### src/ipru_pkg.sv
// ----------------------------------------------------------------------------
// ipru_pkg
// Shared types, constants and helpers for the integer pixel replication
// upscaler.
// ----------------------------------------------------------------------------
package ipru_pkg;

   localparam int MAX_WIDTH_DEF = 1024;
   localparam int MAX_SCALE_DEF = 8;

   localparam int PIXEL_W     = 24;
   localparam int SCALE_W     = 4;
   localparam int WIDTH_W     = 11;
   localparam int KIND_W      = 2;
   localparam int CSR_INDEX_W = 1;
   localparam int CSR_DATA_W  = 11;
   localparam int RSP_USER_W  = 3;

   typedef enum logic [KIND_W-1:0] {
      KIND_PIXEL   = 2'd0,
      KIND_PAD     = 2'd1,
      KIND_REFUSED = 2'd2
   } kind_type;

   typedef enum logic {
      CMD_PUSH    = 1'b0,
      CMD_ADVANCE = 1'b1
   } cmd_type;

   typedef enum logic [CSR_INDEX_W-1:0] {
      CSR_SCALE = 1'b0,
      CSR_WIDTH = 1'b1
   } csr_index_type;

   // Per-word control handed from the row controller to the emitter.
   typedef struct packed {
      logic       refused;
      logic       from_mem;
      logic       row_done;
      logic [1:0] pad;
   } desc_type;

   // An output row holds width * scale * 3 bytes; the pad up to a multiple of
   // four works out to (width * scale) mod 4, so only the low bits matter.
   function automatic logic [1:0] pad_bytes(input logic [1:0] width_lo,
                                            input logic [1:0] scale_lo);
      logic [3:0] prod;
      prod = width_lo * scale_lo;
      return prod[1:0];
   endfunction

endpackage

### src/ipru_emit.sv
// ----------------------------------------------------------------------------
// ipru_emit
// Two-stage result emitter: a holding stage for the accepted word and an
// output stage that steps through pixel copies and pad bytes.
// ----------------------------------------------------------------------------
module ipru_emit #(
   parameter int CNT_W = 4
) (
   input  logic                         clock,
   input  logic                         reset,
   input  logic                         load,
   input  ipru_pkg::desc_type           desc_in,
   input  logic [ipru_pkg::PIXEL_W-1:0] pixel_in,
   input  logic [CNT_W-1:0]             count_in,
   input  logic [ipru_pkg::PIXEL_W-1:0] mem_rdata,
   output logic                         ready,
   output logic                         rsp_valid,
   input  logic                         rsp_ready,
   output ipru_pkg::kind_type           kind,
   output logic [ipru_pkg::PIXEL_W-1:0] pixel_out,
   output logic                         row_end,
   output logic                         last
);

   logic                         s1_valid_ff;
   ipru_pkg::desc_type           s1_desc_ff;
   logic [ipru_pkg::PIXEL_W-1:0] s1_pixel_ff;
   logic [CNT_W-1:0]             s1_count_ff;

   logic                         s2_valid_ff;
   logic                         s2_refused_ff;
   logic                         s2_row_done_ff;
   logic [ipru_pkg::PIXEL_W-1:0] s2_pixel_ff;
   logic [CNT_W-1:0]             s2_pix_left_ff;
   logic [1:0]                   s2_pad_left_ff;

   logic s2_take;
   logic s2_free;
   logic s1_move;

   always_comb begin
      if (s2_refused_ff) begin
         kind      = ipru_pkg::KIND_REFUSED;
         pixel_out = '0;
         last      = 1'b1;
         row_end   = 1'b0;
      end else if (s2_pix_left_ff != '0) begin
         kind      = ipru_pkg::KIND_PIXEL;
         pixel_out = s2_pixel_ff;
         last      = (s2_pix_left_ff == CNT_W'(1)) && (s2_pad_left_ff == 2'd0);
         row_end   = last && s2_row_done_ff;
      end else begin
         kind      = ipru_pkg::KIND_PAD;
         pixel_out = '0;
         last      = s2_pad_left_ff == 2'd1;
         row_end   = last;
      end
   end

   assign rsp_valid = s2_valid_ff;
   assign s2_take   = s2_valid_ff && rsp_ready;
   assign s2_free   = !s2_valid_ff || (s2_take && last);
   assign s1_move   = s1_valid_ff && s2_free;
   assign ready     = !s1_valid_ff || s2_free;

   always_ff @(posedge clock) begin
      if (reset) begin
         s1_valid_ff <= 1'b0;
      end else if (load) begin
         s1_valid_ff <= 1'b1;
      end else if (s1_move) begin
         s1_valid_ff <= 1'b0;
      end
   end

   always_ff @(posedge clock) begin
      if (load) begin
         s1_desc_ff  <= desc_in;
         s1_pixel_ff <= pixel_in;
         s1_count_ff <= count_in;
      end
   end

   always_ff @(posedge clock) begin
      if (reset) begin
         s2_valid_ff <= 1'b0;
      end else if (s1_move) begin
         s2_valid_ff <= 1'b1;
      end else if (s2_take && last) begin
         s2_valid_ff <= 1'b0;
      end
   end

   // The line buffer read data stays put until the next accepted replay word,
   // which cannot land before the holding stage has moved on.
   always_ff @(posedge clock) begin
      if (s1_move) begin
         s2_refused_ff  <= s1_desc_ff.refused;
         s2_row_done_ff <= s1_desc_ff.row_done;
         s2_pad_left_ff <= s1_desc_ff.pad;
         s2_pix_left_ff <= s1_count_ff;
         s2_pixel_ff    <= s1_desc_ff.from_mem ? mem_rdata : s1_pixel_ff;
      end else if (s2_take && !last) begin
         if (s2_pix_left_ff != '0) begin
            s2_pix_left_ff <= s2_pix_left_ff - CNT_W'(1);
         end else begin
            s2_pad_left_ff <= s2_pad_left_ff - 2'd1;
         end
      end
   end

   a_pad_only_at_row_end : assert property (@(posedge clock) disable iff (reset)
      s2_valid_ff && !s2_refused_ff && s2_pad_left_ff != 2'd0 |-> s2_row_done_ff)
      else $error("pad bytes queued for a row that does not end");

   a_row_end_is_last : assert property (@(posedge clock) disable iff (reset)
      s2_valid_ff && row_end |-> last)
      else $error("row end not on the last word of an item");

   a_hold_waits : assert property (@(posedge clock) disable iff (reset)
      s1_valid_ff && !s2_free |=> s1_valid_ff)
      else $error("holding stage dropped a word while the output was busy");

endmodule

### config.mk
export PLATFORM = sky130hd
export DESIGN_NAME = ipru_emit
export DESIGN_NICKNAME = d
export VERILOG_FILES = /design/src/ipru_pkg.sv /design/src/ipru_emit.sv
export SDC_FILE = /design/constraint.sdc
export NUM_CORES = 1
export LEC_CHECK = 0
export BUFFER_PORTS_ARGS = -buffer_cell sky130_fd_sc_hd__buf_2
export CAP_MARGIN = 20
export CORE_MARGIN = 2
export CORE_UTILIZATION = 35
export DETAILED_ROUTE_END_ITERATION = 8
export SYNTH_ARGS = -nofsm -noshare
export SYNTH_HDL_FRONTEND = slang
export SYNTH_SLANG_ARGS = --single-unit
### constraint.sdc
create_clock -name clock -period 2.71 [get_ports clock]
set_input_delay 0.4065 -clock clock [delete_from_list [all_inputs] [get_ports clock]]
set_output_delay 0.4065 -clock clock [all_outputs]
set_load 0.02 [all_outputs]
==> run_summary.xml <==
<?xml version="1.0" encoding="UTF-8"?>
<metrics>
  <group name="placed_design">
    <metric name="globalplace.congestion" unit="">0.782</metric>
    <metric name="post-dp-hpwl" unit="um">3610</metric>
    <metric name="buffer_ports.inserted" unit="">90</metric>
    <metric name="place.detailed.instances" unit="">356</metric>
  </group>
  <group name="logic_synthesis">
    <metric name="synth_largest_type_area_fraction" unit="">0.696</metric>
    <metric name="synth.largest_area_cell" unit="">sky130_fd_sc_hd__edfxtp_1</metric>
    <metric name="netlist_top_cells_area" unit="">sky130_fd_sc_hd__edfxtp_1, sky130_fd_sc_hd__mux2_2, sky130_fd_sc_hd__and2_1</metric>
    <metric name="netlist-cell-type-count" unit="">31</metric>
    <metric name="synth_fp_nets" unit="">233</metric>
    <metric name="leading_cell_type_by_number_of_instances_after_synthesis" unit="">sky130_fd_sc_hd__edfxtp_1</metric>
    <metric name="synth_common_cells" unit="">sky130_fd_sc_hd__edfxtp_1, sky130_fd_sc_hd__and2_1, sky130_fd_sc_hd__mux2_2</metric>
    <metric name="synth-seq-area-share" unit="">0.710</metric>
    <metric name="number_of_synthesized_flops_with_an_enable_pin" unit="">65</metric>
    <metric name="synth.ff_latch_count" unit="">67</metric>
    <metric name="yosysWarnings" unit="">0</metric>
    <metric name="netlist_instances" unit="">168</metric>
    <metric name="mappedNetlistArea" unit="um^2">2810</metric>
    <metric name="synth_async_reset_ratio" unit="">0</metric>
    <metric name="syn-mean-instance-area" unit="um^2">16.7</metric>
    <metric name="synth-main-ff-cell" unit="">sky130_fd_sc_hd__edfxtp_1</metric>
  </group>
  <group name="cts">
    <metric name="number_of_h_tree_branching_levels" unit="">3</metric>
    <metric name="clk_pin_slew_worst_paths" unit="ns">0.07</metric>
    <metric name="tritoncts.num_buffers" unit="">9</metric>
    <metric name="clock_insertion_delay_at_the_later_pin_of_the_skew_report" unit="ns">0.34</metric>
    <metric name="cts_tree" unit="">yes</metric>
    <metric name="buffer_count_from_post_cts_setup_fixing" unit="">0</metric>
    <metric name="longest_clk_path_bufs" unit="">2</metric>
    <metric name="clock-root-buffer" unit="">sky130_fd_sc_hd__clkbuf_8</metric>
    <metric name="clkSinkCount" unit="">67</metric>
    <metric name="cts.hold.buffers_added" unit="">0</metric>
    <metric name="post_cts.resized_instances" unit="">0</metric>
  </group>
  <group name="routing">
    <metric name="via_count" unit="">1634</metric>
    <metric name="sum_of_routed_wire_length_over_all_layers" unit="um">5260</metric>
    <metric name="antenna_violating_nets_left" unit="">0</metric>
    <metric name="vias_per_cell" unit="">4.42</metric>
    <metric name="drt_first_iter_violations" unit="">65</metric>
    <metric name="drt-pass1-iter-count" unit="">4</metric>
    <metric name="drt-wirelength-per-cell" unit="um">14.2</metric>
    <metric name="drt_drc_violations_left" unit="">0</metric>
  </group>
  <group name="power">
    <metric name="worst_supply_voltage_drop_on_vdd" unit="mV">0.313</metric>
    <metric name="pwr_density_cell" unit="nW/um^2">632</metric>
    <metric name="static-leakage-power" unit="nW">1.44</metric>
  </group>
  <group name="global_route">
    <metric name="grt_overflow_total" unit="">0</metric>
    <metric name="grt_pass1_wl" unit="um">7910</metric>
    <metric name="grt_max_degree" unit="">35</metric>
    <metric name="track_usage" unit="">0.127</metric>
    <metric name="grt_pass1_vias" unit="">1634</metric>
    <metric name="antenna_found_initial" unit="">0</metric>
  </group>
  <group name="flow_run">
    <metric name="drv.max_cap_violation_count" unit="">0</metric>
  </group>
  <group name="layout">
    <metric name="drive_above_1_share" unit="">0.519</metric>
    <metric name="syn2layout_area_growth" unit="%">25.5</metric>
    <metric name="area.sequential" unit="um^2">1990</metric>
    <metric name="final_antenna_diode_count" unit="">0</metric>
    <metric name="footprint_of_the_multi_input_gates" unit="um^2">756</metric>
    <metric name="nFillCells" unit="">724</metric>
    <metric name="num-nets-final" unit="">330</metric>
    <metric name="finalNonFillerCells" unit="">370</metric>
  </group>
  <group name="worst_setup_path">
    <metric name="crit_chain" unit="">inv_1 -&gt; ha_1 -&gt; nand3b_1 -&gt; a21oi_1 -&gt; nor3b_1 -&gt; buf_2</metric>
    <metric name="crit-reg2reg-launch" unit="">s2_pix_left_ff[0]$_DFFE_PP_</metric>
    <metric name="max_fo_critical_path" unit="">7</metric>
    <metric name="crit_required" unit="ns">2.30</metric>
    <metric name="standard_cell_with_the_maximum_stage_delay_on_the_critical_path" unit="">sky130_fd_sc_hd__edfxtp_1</metric>
    <metric name="worstReg2RegEnd" unit="">s2_pix_left_ff[2]$_DFFE_PP_</metric>
    <metric name="cp_num_buf_inv" unit="">2</metric>
    <metric name="number_of_cells_on_the_worst_reg_to_reg_path" unit="">6</metric>
    <metric name="cp_top_family" unit="">simple AND/OR/NAND/NOR gates</metric>
    <metric name="max_stage_delay" unit="ns">0.39</metric>
    <metric name="worst_setup_path_start_kind" unit="">register</metric>
    <metric name="arrival" unit="ns">1.94</metric>
    <metric name="worst-path-stages" unit="">6</metric>
    <metric name="cp_startpoint" unit="">s2_pix_left_ff[0]$_DFFE_PP_</metric>
    <metric name="r2r_slack" unit="ns">0.48</metric>
    <metric name="critPathCaptureType" unit="">output pin</metric>
    <metric name="endpoint" unit="">row_end</metric>
    <metric name="crit_type" unit="">register to output pin</metric>
  </group>
  <group name="sta">
    <metric name="tns" unit="ns">0</metric>
    <metric name="setup_violators_final" unit="">0</metric>
    <metric name="rsz_0062_raised_after_global_routing" unit="">no</metric>
    <metric name="maxClockFrequency" unit="GHz">0.426</metric>
    <metric name="final_min_period_over_clock_period" unit="">0.866</metric>
    <metric name="slew_headroom" unit="">0.465</metric>
    <metric name="worstMarginPinSlew" unit="ns">0.803</metric>
    <metric name="finalHoldViolations" unit="">0</metric>
    <metric name="final_min_period" unit="ns">2.35</metric>
    <metric name="slew_viol_final" unit="">0</metric>
    <metric name="clock-skew-final" unit="ns">0.00672</metric>
  </group>
  <group name="floorplan">
    <metric name="start_util" unit="">0.363</metric>
    <metric name="fp.dieArea" unit="um^2">8750</metric>
    <metric name="placeableCoreArea" unit="um^2">7730</metric>
    <metric name="floorplan.die.height" unit="um">93.5</metric>
    <metric name="io_pins" unit="">91</metric>
    <metric name="rows" unit="">32</metric>
    <metric name="die_x" unit="um">93.5</metric>
  </group>
  <group name="hold_path">
    <metric name="holdCritPathClass" unit="">input pin to register</metric>
  </group>
  <group name="outcome">
    <metric name="run_status" unit="">complete, no violations</metric>
  </group>
</metrics>
[flip-flops by register name, summed over array words and instances, names as in the netlist]
| name | flops |
|---|---|
| s1_pixel_ff | 24 |
| s2_pixel_ff | 24 |
| s1_desc_ff | 5 |
| s1_count_ff | 4 |
| s2_pix_left_ff | 4 |
| s2_pad_left_ff | 2 |
| rsp_valid | 1 |
| s1_valid_ff | 1 |
| s2_refused_ff | 1 |
| s2_row_done_ff | 1 |
[power breakdown]
group          switching, mW  total (mW)  internal (mW)
Clock                  0.349       0.659          0.310
Sequential            0.0262        1.27           1.24
Combinational          0.160       0.302          0.142
[stage by stage]
step	power [mW]	hold slack [ns]	instance area (um^2)	util	worst slack [ns]
floorplan	1.47	0.400	2810	-	0.682
global placement	1.59	0.417	3370	0.437	0.593
detailed placement	1.59	0.428	3370	0.437	0.477
CTS	2.26	0.212	3520	0.455	0.343
global route	2.33	0.216	3520	0.455	0.185
finish	2.23	0.230	3520	0.455	0.363
[cell families after synthesis]
logic type | synth area share
multiplexers | 0.121
adder cells (fa/ha/maj) | 0.0178
XOR/XNOR | 0.00625
AND/OR/NAND/NOR | 0.0977
flip-flops | 0.710
AO/OA/AOI/OAI | 0.0250
buffers and inverters | 0.0219
[routing by layer]
metal  GRT usage  routed length [um]  share of wire  up-vias
met3      0.0483                 368          0.070       10
met2       0.213                2700           0.51       53
met5           0                   0              0        -
li1            -                   -              -      813
met4      0.0748                 128          0.024        0
met1       0.135                2060           0.39      758
[area by class of cell]
cell class / instances / share of cell area
sequential: 67 / 0.566
multi-input combinational: 87 / 0.215
timing repair buffer: 92 / 0.132
tap: 102 / 0.0363
clock buffer: 9 / 0.0352
inverter: 8 / 0.00924
clock inverter: 5 / 0.00640
[placed cells by master, fill, tap and decap left out, types with 2 or more instances in the layout]
cell type / n
sky130_fd_sc_hd__a21oi_1: 2
sky130_fd_sc_hd__ha_1: 4
sky130_fd_sc_hd__inv_1: 7
sky130_fd_sc_hd__and2_1: 24
sky130_fd_sc_hd__xor2_1: 2
sky130_fd_sc_hd__buf_2: 90
sky130_fd_sc_hd__clkbuf_8: 9
sky130_fd_sc_hd__clkinv_2: 3
sky130_fd_sc_hd__buf_4: 2
sky130_fd_sc_hd__nor3_1: 2
sky130_fd_sc_hd__edfxtp_1: 65
sky130_fd_sc_hd__o21ai_0: 3
sky130_fd_sc_hd__nand2_1: 2
sky130_fd_sc_hd__mux2_2: 24
sky130_fd_sc_hd__nand4_1: 2
sky130_fd_sc_hd__dfxtp_1: 2
sky130_fd_sc_hd__clkinv_1: 2
sky130_fd_sc_hd__nor2_1: 4
sky130_fd_sc_hd__mux2_4: 4
[how the worst min path moves through the flow]
stage,slack [ns],startpoint,cells past startpoint,end
2_1_floorplan,0.40,s1_desc_ff[4]$_DFFE_PP_,0,s2_refused_ff$_DFFE_PP_
3_3_place_gp,0.42,s1_desc_ff[4]$_DFFE_PP_,0,s2_refused_ff$_DFFE_PP_
3_5_place_dp,0.43,s1_desc_ff[4]$_DFFE_PP_,0,s2_refused_ff$_DFFE_PP_
4_1_cts,0.21,reset,2,s1_valid_ff$_SDFFE_PP0P_
5_1_grt,0.22,pixel_in[13],1,s1_pixel_ff[13]$_DFFE_PP_
6_report,0.23,reset,2,rsp_valid$_SDFFE_PP0P_
(Power assumes the default switching activity.)
