$ cat config.mk
export PLATFORM = sky130hd
export DESIGN_NAME = ipru_ctrl
export DESIGN_NICKNAME = d
export VERILOG_FILES = /design/src/ipru_pkg.sv /design/src/ipru_ctrl.sv
export SDC_FILE = /design/constraint.sdc
export NUM_CORES = 1
export LEC_CHECK = 0
export BUFFER_PORTS_ARGS = -buffer_cell sky130_fd_sc_hd__buf_2
export CAP_MARGIN = 20
export CORE_MARGIN = 2
export CORE_UTILIZATION = 30
export CTS_BUF_LIST = sky130_fd_sc_hd__clkbuf_16
export CTS_CLUSTER_DIAMETER = 60
export DETAILED_ROUTE_END_ITERATION = 12
export PLACE_DENSITY = 0.59
export RECOVER_POWER = 50
export SLEW_MARGIN = 10
export SYNTH_ARGS = -nofsm -noshare
export SYNTH_HDL_FRONTEND = slang
export SYNTH_SLANG_ARGS = --single-unit
$ cat constraint.sdc
create_clock -name clock -period 6.9 [get_ports clock]
set_input_delay 0.69 -clock clock [delete_from_list [all_inputs] [get_ports clock]]
set_output_delay 0.69 -clock clock [all_outputs]
set_load 0.01 [all_outputs]
$ cat src/ipru_pkg.sv
// ----------------------------------------------------------------------------
// ipru_pkg
// Shared types, constants and helpers for the integer pixel replication
// upscaler.
// ----------------------------------------------------------------------------
package ipru_pkg;

   localparam int MAX_WIDTH_DEF = 1024;
   localparam int MAX_SCALE_DEF = 8;

   localparam int PIXEL_W     = 24;
   localparam int SCALE_W     = 4;
   localparam int WIDTH_W     = 11;
   localparam int KIND_W      = 2;
   localparam int CSR_INDEX_W = 1;
   localparam int CSR_DATA_W  = 11;
   localparam int RSP_USER_W  = 3;

   typedef enum logic [KIND_W-1:0] {
      KIND_PIXEL   = 2'd0,
      KIND_PAD     = 2'd1,
      KIND_REFUSED = 2'd2
   } kind_type;

   typedef enum logic {
      CMD_PUSH    = 1'b0,
      CMD_ADVANCE = 1'b1
   } cmd_type;

   typedef enum logic [CSR_INDEX_W-1:0] {
      CSR_SCALE = 1'b0,
      CSR_WIDTH = 1'b1
   } csr_index_type;

   // Per-word control handed from the row controller to the emitter.
   typedef struct packed {
      logic       refused;
      logic       from_mem;
      logic       row_done;
      logic [1:0] pad;
   } desc_type;

   // An output row holds width * scale * 3 bytes; the pad up to a multiple of
   // four works out to (width * scale) mod 4, so only the low bits matter.
   function automatic logic [1:0] pad_bytes(input logic [1:0] width_lo,
                                            input logic [1:0] scale_lo);
      logic [3:0] prod;
      prod = width_lo * scale_lo;
      return prod[1:0];
   endfunction

endpackage

$ cat src/ipru_ctrl.sv
// ----------------------------------------------------------------------------
// ipru_ctrl
// Row controller: tracks the write and replay columns, issues the line buffer
// access and builds the per-word descriptor.
// ----------------------------------------------------------------------------
module ipru_ctrl #(
   parameter int COL_W  = 10,
   parameter int WID_W  = 11,
   parameter int CNT_W  = 4,
   parameter int COPY_W = 3
) (
   input  logic                         clock,
   input  logic                         reset,
   input  logic                         accept,
   input  logic                         cmd,
   input  logic [ipru_pkg::PIXEL_W-1:0] pixel_in,
   input  logic [WID_W-1:0]             eff_width,
   input  logic [CNT_W-1:0]             eff_scale,
   output logic                         mem_wr,
   output logic                         mem_rd,
   output logic [COL_W-1:0]             mem_addr,
   output logic [ipru_pkg::PIXEL_W-1:0] mem_wdata,
   output ipru_pkg::desc_type           desc
);

   logic [COL_W-1:0]  write_column_ff, write_column_in;
   logic [COL_W-1:0]  replay_column_ff, replay_column_in;
   logic [COPY_W-1:0] copies_left_ff, copies_left_in;
   logic              replaying_ff, replaying_in;

   logic       push_done;
   logic       replay_done;
   logic [1:0] row_pad;

   assign push_done   = (32'(write_column_ff) + 32'd1) >= 32'(eff_width);
   assign replay_done = (32'(replay_column_ff) + 32'd1) >= 32'(eff_width);
   assign row_pad     = ipru_pkg::pad_bytes(2'(eff_width), 2'(eff_scale));
   assign mem_wdata   = pixel_in;

   always_comb begin
      write_column_in  = write_column_ff;
      replay_column_in = replay_column_ff;
      copies_left_in   = copies_left_ff;
      replaying_in     = replaying_ff;
      mem_wr           = 1'b0;
      mem_rd           = 1'b0;
      mem_addr         = write_column_ff;
      desc             = '0;

      if (cmd == ipru_pkg::CMD_PUSH) begin
         if (replaying_ff) begin
            desc.refused = 1'b1;
         end else begin
            mem_wr        = accept;
            desc.row_done = push_done;
            desc.pad      = push_done ? row_pad : 2'd0;
            if (accept) begin
               if (push_done) begin
                  write_column_in = '0;
                  if (eff_scale > CNT_W'(1)) begin
                     replaying_in     = 1'b1;
                     copies_left_in   = COPY_W'(32'(eff_scale) - 32'd1);
                     replay_column_in = '0;
                  end
               end else begin
                  write_column_in = write_column_ff + COL_W'(1);
               end
            end
         end
      end else begin
         if (!replaying_ff) begin
            desc.refused = 1'b1;
         end else begin
            mem_rd        = accept;
            mem_addr      = replay_column_ff;
            desc.from_mem = 1'b1;
            desc.row_done = replay_done;
            desc.pad      = replay_done ? row_pad : 2'd0;
            if (accept) begin
               if (replay_done) begin
                  replay_column_in = '0;
                  copies_left_in   = copies_left_ff - COPY_W'(1);
                  if (copies_left_ff == COPY_W'(1)) begin
                     replaying_in = 1'b0;
                  end
               end else begin
                  replay_column_in = replay_column_ff + COL_W'(1);
               end
            end
         end
      end
   end

   always_ff @(posedge clock) begin
      if (reset) begin
         write_column_ff  <= '0;
         replay_column_ff <= '0;
         copies_left_ff   <= '0;
         replaying_ff     <= 1'b0;
      end else begin
         write_column_ff  <= write_column_in;
         replay_column_ff <= replay_column_in;
         copies_left_ff   <= copies_left_in;
         replaying_ff     <= replaying_in;
      end
   end

   a_replay_has_copies : assert property (@(posedge clock) disable iff (reset)
      replaying_ff |-> copies_left_ff != '0)
      else $error("replay active with no copies left");

   a_replay_write_idle : assert property (@(posedge clock) disable iff (reset)
      replaying_ff |-> write_column_ff == '0)
      else $error("write column moved during replay");

   a_refused_no_access : assert property (@(posedge clock) disable iff (reset)
      desc.refused |-> !mem_wr && !mem_rd)
      else $error("refused word touched the line buffer");

endmodule

==> run summary, run 1 <==
Multi-input gate area: 1545 sq um
FF-to-FF End: copies_left_ff[1]
Hold Crit Start: replay_column_ff[1]
Worst-path fanout max: 6
H-tree depth: 1
Storage cell area: 480.5 sq um
Row count: 31
Post-DP HPWL: 4509 um
Setup TNS: 0 ps
Root Buffer: clkbuf_16
Commonest non-fill, non-tap cells in the layout: 31 x ha_1, 27 x buf_2, 24 x dfxtp_1
Overall power: 0.3489 mW
# placed instances: 381
Area Growth Syn to Fin: 8.115%
Worst-skew pair later-pin latency: 260 ps
Syn Nets: 352
Vias per inst: 5.153
CTS clk-pin slew, worst paths: 70 ps
Core area: 7331 sq um
Final Cycle Share: 61.18%
CP Class: register to output pin
Post-synthesis average cell area: 8.263 sq um
GP Congestion: 0.8347
CTS buffer count: 3
Die height: 91.51 um
Yosys warns: 0
First-pass GRT wire length: 9439 um
Resized Gates After CTS: 0
Final-report max-slew violation count: 0
Area of the die: 8373 sq um
Final net count: 361
Pre-antenna DRT Iters: 4
Worst slew pin tran: 740.2 ps
Final setup violating endpoints: 0
Seq cells post-synth: 24
# IOs: 84
Max-Cap Viols: 0
Starting DRT DRC Count: 86
TritonCTS clock tree: yes
CTS Buffer Depth: 2
DRC Markers: 0
Critical path data required time: 6210 ps
Max_slew headroom: 50.65%
Max Freq: 236.9 MHz
R2r worst-path depth: 12
Antenna violations before repair: 0
DIE WIDTH: 91.51 um
ANT nets after route: 0
Ys flop type: dfxtp_1
Wire per inst: 15.07 um
Cell Pwr Density: 140.5 nW/um^2
Crit path launch type: register
Congestion Overflow GR: 0
Hold Crit Depth: 2
Commonest non-fill, non-tap cell in the layout: ha_1
IO Port Bufs: 35
R2r setup slk: 3520 ps
Pleak: 1.174 nW
RSZ-0062 raised after global routing: false
Layout cells sized above 1: 17.48%
Final Non-Filler Cells: 385
Synth Instances: 278
Filler cell count: 754
Total Routing Usage GR: 13.80%
Seq/Total Area, Yosys: 20.92%
Hold Vio Cnt, Final: 0
Vias in the first global route: 1925
Layout Skew: 3.629 ps
Pin count of the biggest net entering global routing: 28
CTS Sinks: 24
Antenna diodes: 0
Min cycle time layout: 4222 ps
Netlist Area Pre-Place: 2297 sq um
CP Data Arrival Time: 3530 ps
Number of flops mapped to enable cells by yosys: 0
Post-CTS Setup Inserts: 0
Worst hold-check path type: register to register
Worst Hold End: replay_column_ff[1]
Worst r2r src: replay_column_ff[0]
Netlist cell types: 48
Drt total wl: 5802 um
Status: completed
Setup crit end kind: output pin
Hold buffer count at CTS: 0
Initial core utilization: 31.34%
Async S/R FF share, synth: 0%
Max IR drop VDD: 86.57 uV
Vias: 1984
[sequential cells by signal, indices dropped and copies added, names as in the netlist]
name	flops
replay_column_ff	10
write_column_ff	10
replaying_ff	1
copies_left_ff	3
[metrics by stage]
| step | setup WS [ps] | instance area (sq um) | utilization (%) | hold WS, ps |
|---|---|---|---|---|
| global placement | 3052 | 2389 | 32.58 | 490.7 |
| CTS | 2669 | 2494 | 34.02 | 505.0 |
| finish | 2678 | 2484 | 33.88 | 505.2 |
| detailed placement | 2974 | 2389 | 32.58 | 495.0 |
| global route | 2464 | 2484 | 33.88 | 537.3 |
| floorplan | 3116 | 2297 | - | 463.2 |
[logic make-up after synthesis]
kind of cell,Yosys count,share of synthesized area [%]
adders and majority gates,31,16.88
DFF,24,20.91
muxes,12,5.774
buffers and inverters,48,11.82
AOI/OAI and AO/OA,58,17.38
xor gates and xnor gates,19,7.244
and+or+nand+nor,86,19.99
[worst max-delay path by stage]
stage                        startpoint  cells after the start  endpoint
floorplan           replay_column_ff[0]                     11   desc[0]
global route        replay_column_ff[0]                     12   desc[0]
finish              replay_column_ff[0]                     12   desc[0]
detailed placement  replay_column_ff[0]                     12   desc[0]
global placement    replay_column_ff[0]                     12   desc[0]
CTS                 replay_column_ff[0]                     12   desc[0]
[layout make-up]
type                    count  area share [%]
inverters                  17           2.569
clock buffers               3           3.023
well taps                  99           4.987
flip-flops and latches     24           19.35
multi-input cells         206           62.22
clock inverters             1           1.209
repair buffers             35           6.650
[routing by layer]
| layer | up-vias | track usage (%) | part of all wire, % |
|---|---|---|---|
| li1 | 991 | - | - |
| met1 | 930 | 18.26 | 46 |
| met2 | 59 | 22.73 | 48 |
| met3 | 4 | 3.651 | 6.0 |
| met4 | 0 | 2.399 | 0.29 |
| met5 | - | 0 | 0 |
[cell usage after synthesis, drive strengths merged (2+ instances only)]
| master | instances | area (sq um) |
|---|---|---|
| a211oi | 5 | 42.54 |
| a21o | 3 | 22.52 |
| a21oi | 18 | 93.84 |
| a22oi | 8 | 60.06 |
| a311oi | 3 | 26.28 |
| and2 | 2 | 12.51 |
| and3 | 13 | 81.33 |
| buf | 25 | 185.2 |
| clkbuf | 6 | 22.52 |
| dfxtp | 24 | 480.5 |
| ha | 31 | 387.9 |
| inv | 16 | 60.06 |
| mux2 | 10 | 112.6 |
| mux2i | 2 | 20.02 |
| nand2 | 14 | 52.55 |
| nand2b | 2 | 12.51 |
| nand3 | 16 | 92.59 |
| nor2 | 25 | 106.4 |
| nor2b | 2 | 12.51 |
| nor3 | 6 | 41.29 |
| o21ai | 9 | 45.04 |
| o31ai | 2 | 15.01 |
| or3 | 2 | 12.51 |
| or4 | 2 | 18.77 |
| xnor2 | 10 | 87.58 |
| xor2 | 9 | 78.83 |
[critical path, cell delays in order, from the launching register on]
cell and delay [ps]:
dfxtp_1 360, ha_1 270, and3_1 240, and3_1 250
and3_1 220, and3_1 180, ha_1 290, nand3_1 110
or4_4 570, and3_1 200, o21ai_0 270, and3_1 190
buf_2 120
[power breakdown]
group          internal (mW)  switching, mW  total, mW
Combinational         0.0137         0.0231     0.0368
Sequential             0.139        0.00141      0.140
Clock                  0.116         0.0561      0.172
Total                  0.268         0.0806      0.349
(Power assumes the default switching activity.)
==> run 2: changes to the inputs <==
==> constraint.sdc (replaced) <==
create_clock -name clock -period 4.3 [get_ports clock]
set_input_delay 0.43 -clock clock [delete_from_list [all_inputs] [get_ports clock]]
set_output_delay 0.43 -clock clock [all_outputs]
set_load 0.01 [all_outputs]
==> run 2 against run 1 <==
Net effect: sequential share of layout area stayed put; count of clock-buffer cells in the layout stayed put; final area stayed put; via count is 1.7% lower; first-iteration DRC count is 7.0% lower; wire length is 1.4% lower; combinational power is 59% higher; total power is 61% higher; critical endpoint unchanged; largest cell class unchanged; highest routed layer unchanged.
==> run summary, run 2 (synthesis gave the netlist of run 1 again) <==
Status: completed
# IOs: 84 (unchanged)
Max-Cap Viols: 0 (unchanged)
Pleak: 1.173 nW (about the same)
Layout cells sized above 1: 17.48% (unchanged)
Antenna diodes: 0 (unchanged)
Worst-skew pair later-pin latency: 260 ps (about the same)
Row count: 31 (unchanged)
Post-DP HPWL: 4429 um (-1.8%)
Min cycle time layout: 3972 ps
Int Power: 0.4306 mW (+60%)
Worst-path fanout max: 6 (unchanged)
Overall power: 0.5618 mW (+61%)
Vias per inst: 5.065 (-1.7%)
Final net count: 361 (unchanged)
CTS Buffer Depth: 2 (unchanged)
CP Data Arrival Time: 3540 ps (about the same)
Commonest non-fill, non-tap cells in the layout: 31 x ha_1, 27 x buf_2, 24 x dfxtp_1
Worst hold-check path type: register to register
Root Buffer: clkbuf_16
Worst slew pin tran: 702.0 ps (-38.16 ps)
Congestion Overflow GR: 0 (unchanged)
IO Port Bufs: 35 (unchanged)
H-tree depth: 1 (unchanged)
Core area: 7331 sq um (unchanged)
Max IR drop VDD: 145.3 uV (+68%)
RSZ-0062 raised after global routing: false
Starting DRT DRC Count: 80 (-7.0%)
Area Growth Syn to Fin: 8.115% (unchanged)
Max Freq: 251.8 MHz
ANT nets after route: 0 (unchanged)
Antenna violations before repair: 0 (unchanged)
Final setup violating endpoints: 0 (unchanged)
Wire per inst: 14.85 um (-1.4%)
CTS clk-pin slew, worst paths: 70 ps (about the same)
CTS buffer count: 3 (unchanged)
Post-CTS Setup Inserts: 0 (unchanged)
Pin count of the biggest net entering global routing: 28 (unchanged)
Vias in the first global route: 1900 (-1.3%)
Die height: 91.51 um (unchanged)
Critical path data required time: 3870 ps (-2340 ps)
Crit path launch type: register
GP Congestion: 0.8233 (-1.4%)
Final-report max-slew violation count: 0 (unchanged)
Total Routing Usage GR: 13.71% (-0.092 points)
First-pass GRT wire length: 9301 um (-1.5%)
Max_slew headroom: 53.20% (+2.5 points)
Seq pwr share: 40.1% (-0.2 points)
DRC Markers: 0 (unchanged)
Switching pwr: 0.1311 mW (+63%)
Regs by FF count: replay_column_ff (10), write_column_ff (10), copies_left_ff (3)
Cell Pwr Density: 226.2 nW/um^2 (+61%)
Final Cycle Share: 92.36%
Area of the die: 8373 sq um (unchanged)
Initial core utilization: 31.34% (unchanged)
Commonest non-fill, non-tap cell in the layout: ha_1
Hold Vio Cnt, Final: 0 (unchanged)
Switching Share: 23.34% (+0.24 points)
DIE WIDTH: 91.51 um (unchanged)
Comb pwr share: 10.4% (-0.2 points)
Resized Gates After CTS: 0 (unchanged)
CTS Sinks: 24 (unchanged)
CP Class: register to output pin
Hold buffer count at CTS: 0 (unchanged)
Setup TNS: 0 ps (unchanged)
Pre-antenna DRT Iters: 4 (unchanged)
Vias: 1950 (-1.7%)
Clock share of power: 49.5% (+0.3 points)
Setup crit end kind: output pin
TritonCTS clock tree: yes
Drt total wl: 5719 um (-1.4%)
Layout Skew: 3.023 ps (-0.6062 ps)
## run 2: cell counts in the layout (fill, tap and decap cells not counted)
No cell type changed its count.
## run 2: path summary, 6_finish.rpt
check | from | end | slack (ps) | depth (start not counted)
max reg2reg | replay_column_ff[0] | copies_left_ff[1] | 940 | 12
min | replay_column_ff[1] | replay_column_ff[1] | 510 | 2
max | replay_column_ff[0] | desc[0] | 330 | 12
min reg2reg | replay_column_ff[1] | replay_column_ff[1] | 510 | 2
## run 2: worst max-delay path: stages, from the launching register on
cell and delay, ps:
dfxtp_1 370, ha_1 260, and3_1 230, and3_1 250, and3_1 210, and3_1 180, ha_1 290, nand3_1 120
or4_4 570, and3_1 190, o21ai_0 280, and3_1 200, buf_2 120
## run 2: per-layer routing
| metal | track usage (%) | vias to the layer above | share of wire (%) |
|---|---|---|---|
| li1 | - | 986 | - |
| met1 | 17.99 | 920 | 48 |
| met4 | 2.778 | 0 | 0.30 |
| met5 | 0 | - | 0 |
| met2 | 23.04 | 42 | 47 |
| met3 | 2.988 | 2 | 4.8 |
## run 2: stage by stage
step / cells / hold WS, ps / utilization, % / worst slack, ps / cell area (sq um)
finish: 385 / 508.5 / 33.88 / 328.4 / 2484
floorplan: 278 / 463.2 / - / 776.0 / 2297
CTS: 385 / 509.4 / 34.02 / 311.4 / 2494
global placement: 381 / 492.2 / 32.58 / 715.1 / 2389
global route: 385 / 545.5 / 33.88 / 105.1 / 2484
detailed placement: 381 / 499.9 / 32.58 / 627.7 / 2389
## run 2: area by class of cell
cell class,instances,area (sq um)
multi-input cells,206,1545
clock inverters,1,30.03
well taps,99,123.9
clock buffers,3,75.07
inverters,17,63.81
flip-flops and latches,24,480.5
fillers,765,4847
repair buffers,35,165.2
## run 2: power groups by stage
| stage | Sequential, mW | Combinational [mW] | Clock (mW) |
|---|---|---|---|
| finish | 0.225 | 0.0585 | 0.278 |
| global route | 0.225 | 0.0675 | 0.293 |
| CTS | 0.225 | 0.0598 | 0.282 |
| detailed placement | 0.230 | 0.0592 | 0 |
| global placement | 0.231 | 0.0585 | 0 |
| floorplan | 0.230 | 0.0586 | 0 |
